## src/rtl/core/ntt_twiddle_factor_generator_defines.svh

```systemverilog
// ----------------------------------------------------------------------------
// NTT twiddle factor generator: assertion macros
// Shared concurrent assertion forms, clocked on clk and disabled in reset.
// ----------------------------------------------------------------------------
`ifndef NTT_TWIDDLE_FACTOR_GENERATOR_DEFINES_SVH
`define NTT_TWIDDLE_FACTOR_GENERATOR_DEFINES_SVH

// Same-cycle implication
`define TFG_ASSERT_IMPL(label, ante, cons, msg) \
  label: assert property (@(posedge clk) disable iff (!rst_n) (ante) |-> (cons)) \
    else $error(msg);

// Next-cycle implication
`define TFG_ASSERT_NEXT(label, ante, cons, msg) \
  label: assert property (@(posedge clk) disable iff (!rst_n) (ante) |=> (cons)) \
    else $error(msg);

`endif

```

## src/rtl/core/ntt_tfg_pkg.sv

```systemverilog
// ----------------------------------------------------------------------------
// NTT twiddle factor generator: shared package
// Widths, register indexes, control word types and the step program.
// ----------------------------------------------------------------------------
package ntt_tfg_pkg;

  localparam int POLY_DEGREE_DEF = 256;

  localparam int DATA_W      = 16;
  localparam int IDX_W       = 7;
  localparam int PROD_W      = 2 * DATA_W;
  localparam int RED_BITS    = 4;
  localparam int RED_CYC     = DATA_W / RED_BITS;
  localparam int RED_CNT_W   = $clog2(RED_CYC);
  localparam int IN_TDATA_W  = 8;
  localparam int OUT_TDATA_W = 2 * DATA_W;
  localparam int CFG_IDX_W   = 1;

  // Configuration register indexes and reset values
  localparam logic [CFG_IDX_W-1:0] REG_MODULUS = 1'b0;
  localparam logic [CFG_IDX_W-1:0] REG_ROOT    = 1'b1;
  localparam logic [DATA_W-1:0]    MODULUS_RST = 16'd3329;
  localparam logic [DATA_W-1:0]    ROOT_RST    = 16'd17;

  // Program addresses
  localparam int PC_W = 3;
  localparam logic [PC_W-1:0] STEP_LOAD = 3'd0;
  localparam logic [PC_W-1:0] STEP_TEST = 3'd1;
  localparam logic [PC_W-1:0] STEP_MUL  = 3'd2;
  localparam logic [PC_W-1:0] STEP_SQR  = 3'd3;
  localparam logic [PC_W-1:0] STEP_LOOP = 3'd4;
  localparam logic [PC_W-1:0] STEP_GSQ  = 3'd5;
  localparam logic [PC_W-1:0] STEP_GMUL = 3'd6;
  localparam logic [PC_W-1:0] STEP_FIN  = 3'd7;

  typedef enum logic [2:0] {
    SRC_ONE, SRC_ROOT_RAW, SRC_ACC, SRC_PW, SRC_RT, SRC_GAM
  } src_t;

  typedef enum logic [2:0] {
    DST_NONE, DST_PW_RT, DST_ACC, DST_PW, DST_GAM
  } dst_t;

  typedef enum logic [1:0] {
    JMP_NONE, JMP_BIT_CLR, JMP_CNT_NZ
  } jmp_t;

  // One control word of the step program
  typedef struct packed {
    logic            mul_en;
    src_t            a_sel;
    src_t            b_sel;
    dst_t            dst;
    logic            shift;
    jmp_t            jmp;
    logic [PC_W-1:0] target;
    logic            fin;
  } uword_t;

  // Sequencer to datapath
  typedef struct packed {
    logic issue;
    logic wb;
    src_t a_sel;
    src_t b_sel;
    dst_t dst;
    logic shift;
  } dp_ctrl_t;

  // Datapath to sequencer
  typedef struct packed {
    logic exp_bit;
    logic cnt_nz;
    logic mul_done;
  } dp_stat_t;

  // Step program: right-to-left square-and-multiply for zeta, then
  // gamma = zeta * zeta * root
  function automatic uword_t ucode(input logic [PC_W-1:0] pc);
    uword_t w;
    w        = '0;
    w.a_sel  = SRC_ONE;
    w.b_sel  = SRC_ONE;
    w.dst    = DST_NONE;
    w.jmp    = JMP_NONE;
    w.target = STEP_LOAD;
    case (pc)
      STEP_LOAD: begin
        w.mul_en = 1'b1;
        w.a_sel  = SRC_ROOT_RAW;
        w.dst    = DST_PW_RT;
      end
      STEP_TEST: begin
        w.jmp    = JMP_BIT_CLR;
        w.target = STEP_SQR;
      end
      STEP_MUL: begin
        w.mul_en = 1'b1;
        w.a_sel  = SRC_ACC;
        w.b_sel  = SRC_PW;
        w.dst    = DST_ACC;
      end
      STEP_SQR: begin
        w.mul_en = 1'b1;
        w.a_sel  = SRC_PW;
        w.b_sel  = SRC_PW;
        w.dst    = DST_PW;
        w.shift  = 1'b1;
      end
      STEP_LOOP: begin
        w.jmp    = JMP_CNT_NZ;
        w.target = STEP_TEST;
      end
      STEP_GSQ: begin
        w.mul_en = 1'b1;
        w.a_sel  = SRC_ACC;
        w.b_sel  = SRC_ACC;
        w.dst    = DST_GAM;
      end
      STEP_GMUL: begin
        w.mul_en = 1'b1;
        w.a_sel  = SRC_GAM;
        w.b_sel  = SRC_RT;
        w.dst    = DST_GAM;
      end
      default: begin
        w.fin = 1'b1;
      end
    endcase
    return w;
  endfunction

endpackage

```

## src/rtl/core/ntt_tfg_mulmod.sv

```systemverilog
// ----------------------------------------------------------------------------
// NTT twiddle factor generator: modular multiplier
// One 16x16 product, then restoring reduction by q, four bits a cycle.
// ----------------------------------------------------------------------------
`include "ntt_twiddle_factor_generator_defines.svh"

module ntt_tfg_mulmod (
  input  logic                          clk,
  input  logic                          rst_n,
  input  logic                          go,
  input  logic [ntt_tfg_pkg::DATA_W-1:0] a,
  input  logic [ntt_tfg_pkg::DATA_W-1:0] b,
  input  logic [ntt_tfg_pkg::DATA_W-1:0] q,
  output logic                          done,
  output logic [ntt_tfg_pkg::DATA_W-1:0] res
);
  import ntt_tfg_pkg::*;

  logic                 busy_r, busy_nxt;
  logic                 done_r, done_nxt;
  logic [RED_CNT_W-1:0] step_r, step_nxt;
  logic [DATA_W-1:0]    rem_r, rem_nxt;
  logic [DATA_W-1:0]    low_r, low_nxt;
  logic [PROD_W-1:0]    prod;

  // Shift in bits one by one, subtracting q whenever the partial reaches it
  function automatic logic [DATA_W-1:0] red_digit(input logic [DATA_W-1:0]   rem,
                                                  input logic [RED_BITS-1:0] bits,
                                                  input logic [DATA_W-1:0]   qv);
    logic [DATA_W:0]   t;
    logic [DATA_W-1:0] r;
    r = rem;
    for (int k = RED_BITS - 1; k >= 0; k--) begin
      t = {r, bits[k]};
      if (t >= {1'b0, qv}) begin
        t = t - {1'b0, qv};
      end
      r = t[DATA_W-1:0];
    end
    return r;
  endfunction

  assign prod = PROD_W'(a) * PROD_W'(b);

  // Operands below q keep the upper half of the product below q
  always_comb begin
    busy_nxt = busy_r;
    done_nxt = 1'b0;
    step_nxt = step_r;
    rem_nxt  = rem_r;
    low_nxt  = low_r;
    if (go) begin
      busy_nxt = 1'b1;
      step_nxt = '0;
      rem_nxt  = prod[PROD_W-1:DATA_W];
      low_nxt  = prod[DATA_W-1:0];
    end else if (busy_r) begin
      rem_nxt  = red_digit(rem_r, low_r[DATA_W-1 -: RED_BITS], q);
      low_nxt  = low_r << RED_BITS;
      step_nxt = step_r + RED_CNT_W'(1);
      if (step_r == RED_CNT_W'(RED_CYC - 1)) begin
        busy_nxt = 1'b0;
        done_nxt = 1'b1;
      end
    end
  end

  always_ff @(posedge clk) begin
    if (!rst_n) begin
      busy_r <= 1'b0;
      done_r <= 1'b0;
    end else begin
      busy_r <= busy_nxt;
      done_r <= done_nxt;
    end
  end

  always_ff @(posedge clk) begin
    step_r <= step_nxt;
    rem_r  <= rem_nxt;
    low_r  <= low_nxt;
  end

  assign done = done_r;
  assign res  = rem_r;

  `TFG_ASSERT_IMPL(a_go_when_free, go, !busy_r, "product issued while reduction busy")
  `TFG_ASSERT_IMPL(a_done_after_busy, done_r, $past(busy_r) && !busy_r,
                   "done without a finished reduction")

endmodule

```

## src/rtl/core/ntt_tfg_datapath.sv

```systemverilog
// ----------------------------------------------------------------------------
// NTT twiddle factor generator: datapath
// Exponent shifter, power and accumulator registers, shared multiplier.
// ----------------------------------------------------------------------------
module ntt_tfg_datapath #(
  parameter int POLY_DEGREE = ntt_tfg_pkg::POLY_DEGREE_DEF
) (
  input  logic                          clk,
  input  logic                          rst_n,
  input  logic                          start,
  input  logic [ntt_tfg_pkg::IDX_W-1:0]  index,
  input  logic [ntt_tfg_pkg::DATA_W-1:0] modulus,
  input  logic [ntt_tfg_pkg::DATA_W-1:0] root,
  input  ntt_tfg_pkg::dp_ctrl_t          ctrl,
  output ntt_tfg_pkg::dp_stat_t          stat,
  output logic [ntt_tfg_pkg::DATA_W-1:0] zeta,
  output logic [ntt_tfg_pkg::DATA_W-1:0] gamma
);
  import ntt_tfg_pkg::*;

  // Exponent width: floor(log2(POLY_DEGREE/2))
  localparam int REV_W = $clog2(POLY_DEGREE / 2 + 1) - 1;
  localparam int CNT_W = $clog2(REV_W + 1);

  logic [DATA_W-1:0] acc_r, acc_nxt;
  logic [DATA_W-1:0] pw_r, pw_nxt;
  logic [DATA_W-1:0] rt_r, rt_nxt;
  logic [DATA_W-1:0] gam_r, gam_nxt;
  logic [REV_W-1:0]  exp_r, exp_nxt;
  logic [CNT_W-1:0]  cnt_r, cnt_nxt;
  logic [REV_W-1:0]  rev;
  logic [DATA_W-1:0] op_a, op_b;
  logic              mul_done;
  logic [DATA_W-1:0] mul_res;

  function automatic logic [DATA_W-1:0] pick(input src_t sel,
                                             input logic [DATA_W-1:0] rr,
                                             input logic [DATA_W-1:0] ac,
                                             input logic [DATA_W-1:0] pw,
                                             input logic [DATA_W-1:0] rt,
                                             input logic [DATA_W-1:0] gm);
    logic [DATA_W-1:0] v;
    case (sel)
      SRC_ROOT_RAW: v = rr;
      SRC_ACC:      v = ac;
      SRC_PW:       v = pw;
      SRC_RT:       v = rt;
      SRC_GAM:      v = gm;
      default:      v = DATA_W'(1);
    endcase
    return v;
  endfunction

  // Reverse the low exponent bits of the index
  always_comb begin
    for (int k = 0; k < REV_W; k++) begin
      rev[REV_W-1-k] = index[k];
    end
  end

  assign op_a = pick(ctrl.a_sel, root, acc_r, pw_r, rt_r, gam_r);
  assign op_b = pick(ctrl.b_sel, root, acc_r, pw_r, rt_r, gam_r);

  ntt_tfg_mulmod u_mulmod (
    .clk   (clk),
    .rst_n (rst_n),
    .go    (ctrl.issue),
    .a     (op_a),
    .b     (op_b),
    .q     (modulus),
    .done  (mul_done),
    .res   (mul_res)
  );

  // Load on a new request, write back products, step the exponent
  always_comb begin
    acc_nxt = acc_r;
    pw_nxt  = pw_r;
    rt_nxt  = rt_r;
    gam_nxt = gam_r;
    exp_nxt = exp_r;
    cnt_nxt = cnt_r;
    if (start) begin
      acc_nxt = (modulus == DATA_W'(1)) ? '0 : DATA_W'(1);
      exp_nxt = rev;
      cnt_nxt = CNT_W'(REV_W);
    end else if (ctrl.wb) begin
      case (ctrl.dst)
        DST_PW_RT: begin
          pw_nxt = mul_res;
          rt_nxt = mul_res;
        end
        DST_ACC: acc_nxt = mul_res;
        DST_PW:  pw_nxt  = mul_res;
        DST_GAM: gam_nxt = mul_res;
        default: ;
      endcase
      if (ctrl.shift) begin
        exp_nxt = exp_r >> 1;
        cnt_nxt = cnt_r - CNT_W'(1);
      end
    end
  end

  always_ff @(posedge clk) begin
    acc_r <= acc_nxt;
    pw_r  <= pw_nxt;
    rt_r  <= rt_nxt;
    gam_r <= gam_nxt;
    exp_r <= exp_nxt;
    cnt_r <= cnt_nxt;
  end

  assign stat.exp_bit  = exp_r[0];
  assign stat.cnt_nz   = (cnt_r != '0);
  assign stat.mul_done = mul_done;

  // A zero modulus gives zero results
  assign zeta  = (modulus == '0) ? '0 : acc_r;
  assign gamma = (modulus == '0) ? '0 : gam_r;

endmodule

```

## src/rtl/core/ntt_tfg_seq.sv

```systemverilog
// ----------------------------------------------------------------------------
// NTT twiddle factor generator: step sequencer
// Step counter over the program table, with conditional jumps.
// ----------------------------------------------------------------------------
`include "ntt_twiddle_factor_generator_defines.svh"

module ntt_tfg_seq (
  input  logic                  clk,
  input  logic                  rst_n,
  input  logic                  start,
  input  logic                  out_free,
  input  ntt_tfg_pkg::dp_stat_t stat,
  output ntt_tfg_pkg::dp_ctrl_t ctrl,
  output logic                  idle,
  output logic                  fin
);
  import ntt_tfg_pkg::*;

  typedef enum logic [2:0] {
    ST_IDLE = 3'b001,
    ST_EXEC = 3'b010,
    ST_WAIT = 3'b100
  } state_t;

  state_t          state_r, state_nxt;
  logic [PC_W-1:0] pc_r, pc_nxt;
  uword_t          uw;

  assign uw = ucode(pc_r);

  // Decode the current step, issue products and resolve jumps
  always_comb begin
    state_nxt  = state_r;
    pc_nxt     = pc_r;
    fin        = 1'b0;
    ctrl       = '0;
    ctrl.a_sel = uw.a_sel;
    ctrl.b_sel = uw.b_sel;
    ctrl.dst   = uw.dst;
    ctrl.shift = uw.shift;
    case (state_r)
      ST_IDLE: begin
        if (start) begin
          state_nxt = ST_EXEC;
          pc_nxt    = STEP_LOAD;
        end
      end
      ST_EXEC: begin
        if (uw.fin) begin
          if (out_free) begin
            fin       = 1'b1;
            state_nxt = ST_IDLE;
            pc_nxt    = STEP_LOAD;
          end
        end else if (uw.mul_en) begin
          ctrl.issue = 1'b1;
          state_nxt  = ST_WAIT;
        end else begin
          case (uw.jmp)
            JMP_BIT_CLR: pc_nxt = !stat.exp_bit ? uw.target : pc_r + PC_W'(1);
            JMP_CNT_NZ:  pc_nxt = stat.cnt_nz ? uw.target : pc_r + PC_W'(1);
            default:     pc_nxt = pc_r + PC_W'(1);
          endcase
        end
      end
      ST_WAIT: begin
        if (stat.mul_done) begin
          ctrl.wb   = 1'b1;
          pc_nxt    = pc_r + PC_W'(1);
          state_nxt = ST_EXEC;
        end
      end
      default: state_nxt = ST_IDLE;
    endcase
  end

  always_ff @(posedge clk) begin
    if (!rst_n) begin
      state_r <= ST_IDLE;
      pc_r    <= STEP_LOAD;
    end else begin
      state_r <= state_nxt;
      pc_r    <= pc_nxt;
    end
  end

  assign idle = (state_r == ST_IDLE);

  `TFG_ASSERT_IMPL(a_start_idle, start, state_r == ST_IDLE, "request taken while busy")
  `TFG_ASSERT_NEXT(a_fin_rewind, fin, state_r == ST_IDLE && pc_r == STEP_LOAD,
                   "program not rewound after result")
  `TFG_ASSERT_IMPL(a_done_waited, stat.mul_done, state_r == ST_WAIT,
                   "product finished with nobody waiting")

endmodule

```

## src/rtl/core/ntt_twiddle_factor_generator.sv

```systemverilog
// Requests: taken one at a time, only once the previous result has moved to the
//   output register, which waits for the sink; r is the bit-reversed index, its
//   low floor(log2(POLY_DEGREE/2)) bits. Each modular product goes through the
//   shared multiplier and its four-bit-a-cycle reduction.
// Reset: synchronous, active low; modulus 3329, root 17, no result pending.
// ----------------------------------------------------------------------------
// NTT twiddle factor generator
// Returns zeta = root^r and gamma = root^(2r+1) modulo q for a table index.
// ----------------------------------------------------------------------------
`include "ntt_twiddle_factor_generator_defines.svh"

module ntt_twiddle_factor_generator #(
  parameter int POLY_DEGREE = ntt_tfg_pkg::POLY_DEGREE_DEF
) (
  input  logic                               clk,
  input  logic                               rst_n,
  // Configuration writes
  input  logic                               cfg_valid,
  output logic                               cfg_ready,
  input  logic [ntt_tfg_pkg::CFG_IDX_W-1:0]   cfg_index,
  input  logic [ntt_tfg_pkg::DATA_W-1:0]      cfg_data,
  // Requests
  input  logic                               in_tvalid,
  output logic                               in_tready,
  input  logic [ntt_tfg_pkg::IN_TDATA_W-1:0]  in_tdata,   // [6:0] index, [7] zero
  // Results
  output logic                               out_tvalid,
  input  logic                               out_tready,
  output logic [ntt_tfg_pkg::OUT_TDATA_W-1:0] out_tdata   // [15:0] zeta, [31:16] gamma
);
  import ntt_tfg_pkg::*;

  logic [DATA_W-1:0]      modulus_r, root_r;
  logic                   out_valid_r;
  logic [OUT_TDATA_W-1:0] out_data_r;
  logic                   start, out_free, seq_idle, seq_fin;
  dp_ctrl_t               dp_ctrl;
  dp_stat_t               dp_stat;
  logic [DATA_W-1:0]      zeta, gamma;

  // Hold the configuration registers
  assign cfg_ready = 1'b1;

  always_ff @(posedge clk) begin
    if (!rst_n) begin
      modulus_r <= MODULUS_RST;
      root_r    <= ROOT_RST;
    end else if (cfg_valid && cfg_ready) begin
      case (cfg_index)
        REG_MODULUS: modulus_r <= cfg_data;
        REG_ROOT:    root_r    <= cfg_data;
        default: ;
      endcase
    end
  end

  assign in_tready = seq_idle;
  assign start     = in_tvalid && in_tready;
  assign out_free  = !out_valid_r || out_tready;

  ntt_tfg_seq u_seq (
    .clk      (clk),
    .rst_n    (rst_n),
    .start    (start),
    .out_free (out_free),
    .stat     (dp_stat),
    .ctrl     (dp_ctrl),
    .idle     (seq_idle),
    .fin      (seq_fin)
  );

  ntt_tfg_datapath #(
    .POLY_DEGREE (POLY_DEGREE)
  ) u_datapath (
    .clk     (clk),
    .rst_n   (rst_n),
    .start   (start),
    .index   (in_tdata[IDX_W-1:0]),
    .modulus (modulus_r),
    .root    (root_r),
    .ctrl    (dp_ctrl),
    .stat    (dp_stat),
    .zeta    (zeta),
    .gamma   (gamma)
  );

  // Hold the finished result until the sink takes it
  always_ff @(posedge clk) begin
    if (!rst_n) begin
      out_valid_r <= 1'b0;
    end else if (seq_fin) begin
      out_valid_r <= 1'b1;
    end else if (out_tready) begin
      out_valid_r <= 1'b0;
    end
  end

  always_ff @(posedge clk) begin
    if (seq_fin) begin
      out_data_r <= {gamma, zeta};
    end
  end

  assign out_tvalid = out_valid_r;
  assign out_tdata  = out_data_r;

  `TFG_ASSERT_NEXT(a_busy_after_req, start, !in_tready, "second request taken while busy")

endmodule

```

## config.mk

```make
export PLATFORM = sky130hd
export DESIGN_NAME = ntt_twiddle_factor_generator
export DESIGN_NICKNAME = d
export VERILOG_FILES = /design/src/rtl/core/ntt_tfg_pkg.sv /design/src/rtl/core/ntt_tfg_mulmod.sv /design/src/rtl/core/ntt_tfg_datapath.sv /design/src/rtl/core/ntt_tfg_seq.sv /design/src/rtl/core/ntt_twiddle_factor_generator.sv
export VERILOG_INCLUDE_DIRS = /design/src /design/src/rtl/core
export SDC_FILE = /design/constraint.sdc
export NUM_CORES = 1
export LEC_CHECK = 0
export ABC_AREA = 1
export BUFFER_PORTS_ARGS = -buffer_cell sky130_fd_sc_hd__buf_2
export CAP_MARGIN = 25
export CELL_PAD_IN_SITES_DETAIL_PLACEMENT = 1
export CELL_PAD_IN_SITES_GLOBAL_PLACEMENT = 2
export CORE_MARGIN = 2
export CORE_UTILIZATION = 39
export DETAILED_ROUTE_END_ITERATION = 7
export GPL_TIMING_DRIVEN = 0
export PLACE_DENSITY_LB_ADDON = 0.1
export SLEW_MARGIN = 20
export SYNTH_ARGS = -nofsm -noshare
export SYNTH_HDL_FRONTEND = slang
export SYNTH_SLANG_ARGS = --single-unit
```

## constraint.sdc

```tcl
create_clock -name clk -period 10.6 [get_ports clk]
set_clock_uncertainty 0.2 [all_clocks]
set_input_delay 1.59 -clock clk [delete_from_list [all_inputs] [get_ports clk]]
set_output_delay 1.59 -clock clk [all_outputs]
set_load 0.01 [all_outputs]
```

==> results.sh, run 1 <==
export IMPL_status="complete, no violations"
export IMPL_rsz0062_at_grt="false"
export IMPL_final_max_slew_viol_count=0
export IMPL_cp_common_cell="nand2_1"
export IMPL_drive_above_1_share_pct=6.649
export IMPL_synthMuxAreaShare_pct=0
export IMPL_clock_latency_ns=0.45
export IMPL_syn_inst=2555
export IMPL_ys_flop_type="edfxtp_1"
export IMPL_clk_path_buf_depth=2
export IMPL_timing_final_hold_violations=0
export IMPL_synthSimpleGateAreaFrac_pct=21.60
export IMPL_worstHoldPathCells=2
export IMPL_clk_pin_slew_ns=0.08
export IMPL_synth_compound_area_share_pct=8.231
export IMPL_first_iter_violations=1068
export IMPL_ys_top_cells_by_area="edfxtp_1 (20%), fa_1 (20%), nand2_1 (11%), ha_1 (11%), inv_1 (9.8%)"
export IMPL_synthArstFlopShare_pct=0
export IMPL_grt_usage_pct=26.42
export IMPL_post_cts_resized=0
export IMPL_dieHeight_um=230.7
export IMPL_drt_vias_per_instance=5.102
export IMPL_grt_start_max_net_pins=33
export IMPL_crit_slowest_cell="edfxtp_1"
export IMPL_grt_overflow=0
export IMPL_worstPathArrival_ns=9.69
export IMPL_synthAdderAreaFrac_pct=30.75
export IMPL_synth_area_mm2=0.02005
export IMPL_grt_pass1_wl_um=106000
export IMPL_avgSynthCellArea_um2=7.848
export IMPL_io_pins=65
export IMPL_cts_hold_buf=0
export IMPL_synth_enable_flop_cells=135
export IMPL_place_port_buffers=62
export IMPL_wl_um=68310
export IMPL_ys_types=55
export IMPL_post_cts_setup_buffer_count=0
export IMPL_fp_dieW_um=230.7
export IMPL_synth_top_area_share_pct=20.22
export IMPL_drt_pass1_iter_count=5
export IMPL_dpl_hpwl_um=58300
export IMPL_criticalPathCategory="reg -> reg"
export IMPL_r2r_cells=54
export IMPL_path_max_fanout=10
export IMPL_post_route_period_util_pct=91.64
export IMPL_cp_start_kind="flip-flop"
export IMPL_ys_warn_count=0
export IMPL_hold_path_class="reg -> reg"
export IMPL_grt_pass1_vias=17930
export IMPL_worst_pin_slew_ns=1.096
export IMPL_wl_per_cell_um=20.43
export IMPL_synth_top_family_by_area="adder cells"
export IMPL_layout_nets=3053
export IMPL_synth_nets=2959
export IMPL_syn2layout_area_growth_pct=9.666
export IMPL_synth_seq_cells=181
export IMPL_antenna_found_initial=2
export IMPL_synth_xor_area_share_pct=3.101
export IMPL_cap_violations=0
export IMPL_cts_root_buf="clkbuf_16"
export IMPL_cts_tree="yes"
export IMPL_cp_end_kind="flip-flop"
export IMPL_numCtsBuffers=17
export IMPL_drcViolationCount=0
export IMPL_final_min_clock_period_ns=9.714
export IMPL_critical_path_required_ns=10.58
export IMPL_clock_sinks=181
export IMPL_dr_total_vias=17060
export IMPL_max_slew_margin_rel_pct=26.95
export IMPL_setup_viol=0
export IMPL_ys_seq_area_share_pct=24.81
export IMPL_fp_row_count=83
export IMPL_yosysMostFrequentCell="nand2_1"
export IMPL_max_stage_delay_ns=0.58
export IMPL_place_congestion=0.9104
export IMPL_synth_top_area_cell="edfxtp_1"
export IMPL_synth_common_cells="nand2_1 (602), inv_1 (524), nor2_1 (244)"
export IMPL_die_area_mm2=0.05324
export IMPL_max_freq_mhz=102.9
export IMPL_cts_max_level=4
export IMPL_core_area_mm2=0.05109
export IMPL_fin_tns_setup_ns=0
export IMPL_final_antenna_net_count=0
export IMPL_start_util_pct=39.24
-- layout by cell type, fill, tap and decap left out, types with 10 or more instances in the layout --
cell / synthesis / routed
clkbuf_1: 42 / 42
fa_1: 198 / 198
nor2_1: 244 / 243
o21ai_0: 78 / 78
nor3_1: 21 / 19
nand2_1: 602 / 601
inv_1: 524 / 524
ha_1: 176 / 176
a31oi_1: 13 / 13
o221ai_1: 10 / 10
nand3_1: 122 / 122
xnor2_1: 38 / 38
a21oi_1: 125 / 125
buf_2: 21 / 88
edfxtp_1: 135 / 135
xor2_1: 33 / 33
clkbuf_16: 0 / 17
nand4_1: 19 / 19
dfxtp_1: 46 / 46
-- critical path: cells and delay by family (launching register included) --
| family | cells | cell delay, ns |
|---|---|---|
| buffers and inverters | 10 | 1.69 |
| DFF | 1 | 0.58 |
| adders and majority gates | 4 | 1.45 |
| AOI/OAI and AO/OA | 7 | 1.53 |
| and+or+nand+nor | 33 | 3.96 |
-- cell type report --
cell class	instances	area (um^2)
tap	680	850.8
fill	6341	29110
sequential	181	4975
inverter	531	1996
clock buffer	17	425.4
multi-input combinational	1774	12830
antenna	1	2.502
timing repair buffer	75	407.9
buffer	69	307.8
clock inverter	15	193.9
-- kinds of logic (layout without fill, tap and decap cells) --
kind of cell    count (synthesis)  in the layout
simple gates                 1043           1043
buf+inv                       600            707
fa+ha+maj                     374            374
compound gates                285            285
flops                         181            181
xor+xnor                       71             71
other cells                     1              2
-- worst paths after layout --
check / slack, ns / to / start
worst min-delay path: 0.29 / u_datapath.cnt_r[1] / u_datapath.cnt_r[1]
worst max register to register: 0.89 / u_datapath.u_mulmod.res[7] / u_datapath.u_mulmod.res[6]
worst max-delay path: 0.89 / u_datapath.u_mulmod.res[7] / u_datapath.u_mulmod.res[6]
worst min register to register: 0.29 / u_datapath.cnt_r[1] / u_datapath.cnt_r[1]
-- state kept, by name, indices dropped and copies added, names as in the netlist --
register / count
out_tvalid: 1
u_datapath.u_mulmod.res: 16
modulus_r: 16
u_datapath.u_mulmod.busy_r: 1
u_datapath.u_mulmod.step_r: 2
u_datapath.gam_r: 16
u_datapath.rt_r: 16
u_datapath.pw_r: 16
u_datapath.cnt_r: 3
u_datapath.u_mulmod.low_r: 16
u_datapath.acc_r: 16
root_r: 16
u_seq.pc_r: 3
u_datapath.u_mulmod.done: 1
out_tdata: 32
u_seq.state_r: 3
u_datapath.exp_r: 7
-- metal layers --
metal	vias up	share of wire (%)	GRT usage, %
li1	8174	-	-
met1	8444	47	37.28
met2	386	46	43.45
met3	52	5.3	3.619
met4	0	1.6	5.161
met5	-	0	0
-- per-stage QoR --
stage	setup slack [ns]	utilization, %	hold WS (ns)	cell area [um^2]	cells
after floorplan	3.189	-	0.2423	20050	2555
after global placement	1.095	41.51	0.2531	21210	3297
after detailed placement	0.9772	41.82	0.2719	21370	3310
after CTS	0.9533	43.03	0.2877	21990	3342
after global routing	0.2001	43.03	0.3095	21990	3342
final	0.8859	43.04	0.2858	21990	3343
Power of run 1 is left out: the tool's default activity adds up to more than one toggle a clock period on the data nets, which glitch-free logic cannot reach.
==> run 2: changes to the inputs <==
- clock period: 10.6 -> 8.95 ns (I/O delays scaled with it)
==> results.sh, run 2 (same netlist as run 1, synthesis figures left out) <==
export IMPL_clk_path_buf_depth=2
export IMPL_antenna_found_initial=0
export IMPL_critical_path_required_ns=8.94
export IMPL_syn2layout_area_growth_pct=14.68
export IMPL_status="complete, no violations"
export IMPL_die_area_mm2=0.05324
export IMPL_drt_pass1_iter_count=5
export IMPL_dp_cells=3310
export IMPL_layout_nets=3101
export IMPL_cts_root_buf="clkbuf_16"
export IMPL_clock_sinks=181
export IMPL_max_freq_mhz=116.7
export IMPL_cp_end_kind="flip-flop"
export IMPL_max_stage_delay_ns=0.56
export IMPL_r2r_cells=34
export IMPL_timing_rr_start="u_seq.pc_r[1]"
export IMPL_grt_start_max_net_pins=33
export IMPL_worst_pin_slew_ns=0.9490
export IMPL_dpl_hpwl_um=58300
export IMPL_criticalPathCategory="reg -> reg"
export IMPL_layout_commonest_cell="nand2_1"
export IMPL_final_antenna_net_count=0
export IMPL_dieHeight_um=230.7
export IMPL_clk_pin_slew_ns=0.08
export IMPL_layoutNonFillerInstCount=3391
export IMPL_clock_latency_ns=0.45
export IMPL_start_util_pct=39.24
export IMPL_dr_total_vias=17420
export IMPL_fp_row_count=83
export IMPL_worstPathArrival_ns=8.56
export IMPL_cts_max_level=4
export IMPL_cp_common_cell="nand2_1"
export IMPL_core_area_mm2=0.05109
export IMPL_drt_vias_per_instance=5.138
export IMPL_r2r_end="u_datapath.u_mulmod.res[13]"
export IMPL_grt_usage_pct=26.91
export IMPL_crit_slowest_cell="fa_1"
export IMPL_largest_reg_flops=32
export IMPL_wl_per_cell_um=20.71
export IMPL_grt_overflow=0
export IMPL_cp_start_kind="flip-flop"
export IMPL_worstHoldEndpoint="u_datapath.cnt_r[1]"
export IMPL_dpl_cell_area_mm2=0.02137
export IMPL_final_max_slew_viol_count=0
export IMPL_grt_pass1_wl_um=108500
export IMPL_cap_violations=0
export IMPL_hold_start="u_datapath.cnt_r[1]"
export IMPL_final_min_clock_period_ns=8.571
export IMPL_first_iter_violations=943
export IMPL_place_port_buffers=62
export IMPL_fin_area_mm2=0.02299
export IMPL_worstHoldPathCells=2
export IMPL_drcViolationCount=0
export IMPL_final_cell_mix="nand2_1 (588), inv_1 (503), nor2_1 (237), fa_1 (198), ha_1 (159)"
export IMPL_timing_final_hold_violations=0
export IMPL_io_pins=65
export IMPL_wl_um=70220
export IMPL_place_congestion=0.9104
export IMPL_path_max_fanout=10
export IMPL_r2r_setup_slack_ns=0.38
export IMPL_post_route_period_util_pct=95.77
export IMPL_hold_path_class="reg -> reg"
export IMPL_numCtsBuffers=17
export IMPL_cts_tree="yes"
export IMPL_drive_above_1_share_pct=11.88
export IMPL_grt_pass1_vias=18260
export IMPL_max_slew_margin_rel_pct=36.74
export IMPL_setup_viol=0
export IMPL_fp_dieW_um=230.7
## run 2: cell count changes in the layout (fill, tap and decap cells not counted), moves of 12 or more
cell	before	now
clkinvlp_4	0	18
nand2_2	5	17
nand2_1	601	588
buf_2	88	73
inv_1	524	503
ha_4	0	13
buf_4	9	64
ha_1	176	159
clkbuf_1	42	27
## run 2: timing repair
action                     4_1_cts  5_1_grt
setup endpoints to repair       17       17
pin swaps                        3        4
hold buffers                     0        0
gates cloned                     0        1
gates resized for setup         60       89
setup buffers                   35       19
## run 2: worst max path at each step
| stage | start | to | slack, ns | depth (start not counted) |
|---|---|---|---|---|
| after detailed placement | modulus_r[8] | u_datapath.u_mulmod.res[9] | -0.67 | 55 |
| after floorplan | u_seq.pc_r[2] | u_datapath.u_mulmod.res[13] | 1.54 | 36 |
| after CTS | u_datapath.u_mulmod.res[1] | u_datapath.u_mulmod.res[9] | 0.01 | 56 |
| after global placement | modulus_r[8] | u_datapath.u_mulmod.res[9] | -0.55 | 53 |
| final | u_seq.pc_r[1] | u_datapath.u_mulmod.res[13] | 0.38 | 34 |
| after global routing | u_seq.pc_r[1] | u_datapath.u_mulmod.res[13] | -0.03 | 34 |
## run 2: stage by stage
stage / worst slack [ns] / hold WS (ns) / setup TNS, ns / util [%]
global placement: -0.5546 / 0.2531 / -6.747 / 41.51
detailed placement: -0.6728 / 0.2719 / -8.790 / 41.82
floorplan: 1.539 / 0.2423 / 0 / -
global route: -0.02796 / 0.3095 / -0.03283 / 45.00
finish: 0.3785 / 0.2860 / 0 / 45.00
CTS: 0.01026 / 0.2877 / 0 / 44.11
## run 2: routing by layer
layer | track usage, % | share of wire [%]
met1 | 37.68 | 47
met2 | 45.26 | 47
met3 | 3.187 | 4.7
met4 | 4.637 | 1.5
met5 | 0 | 0
## run 2: cell type report
cell class | instances | area [um^2]
tap | 680 | 850.8
antenna | 1 | 2.502
timing repair inverter | 1 | 7.507
buffer | 62 | 356.6
multi-input combinational | 1774 | 13270
clock buffer | 17 | 425.4
clock inverter | 15 | 193.9
fill | 6279 | 28100
sequential | 181 | 4976
inverter | 531 | 2063
timing repair buffer | 129 | 850.8
## run 2: critical path, delay by kind of cell (launching register included)
| family | cells | cell delay (ns) |
|---|---|---|
| adders and majority gates | 8 | 3.83 |
| and+or+nand+nor | 13 | 1.94 |
| buffers and inverters | 7 | 0.81 |
| DFF | 1 | 0.40 |
| AOI/OAI and AO/OA | 6 | 1.09 |
Power of run 2 is left out for the same reason.
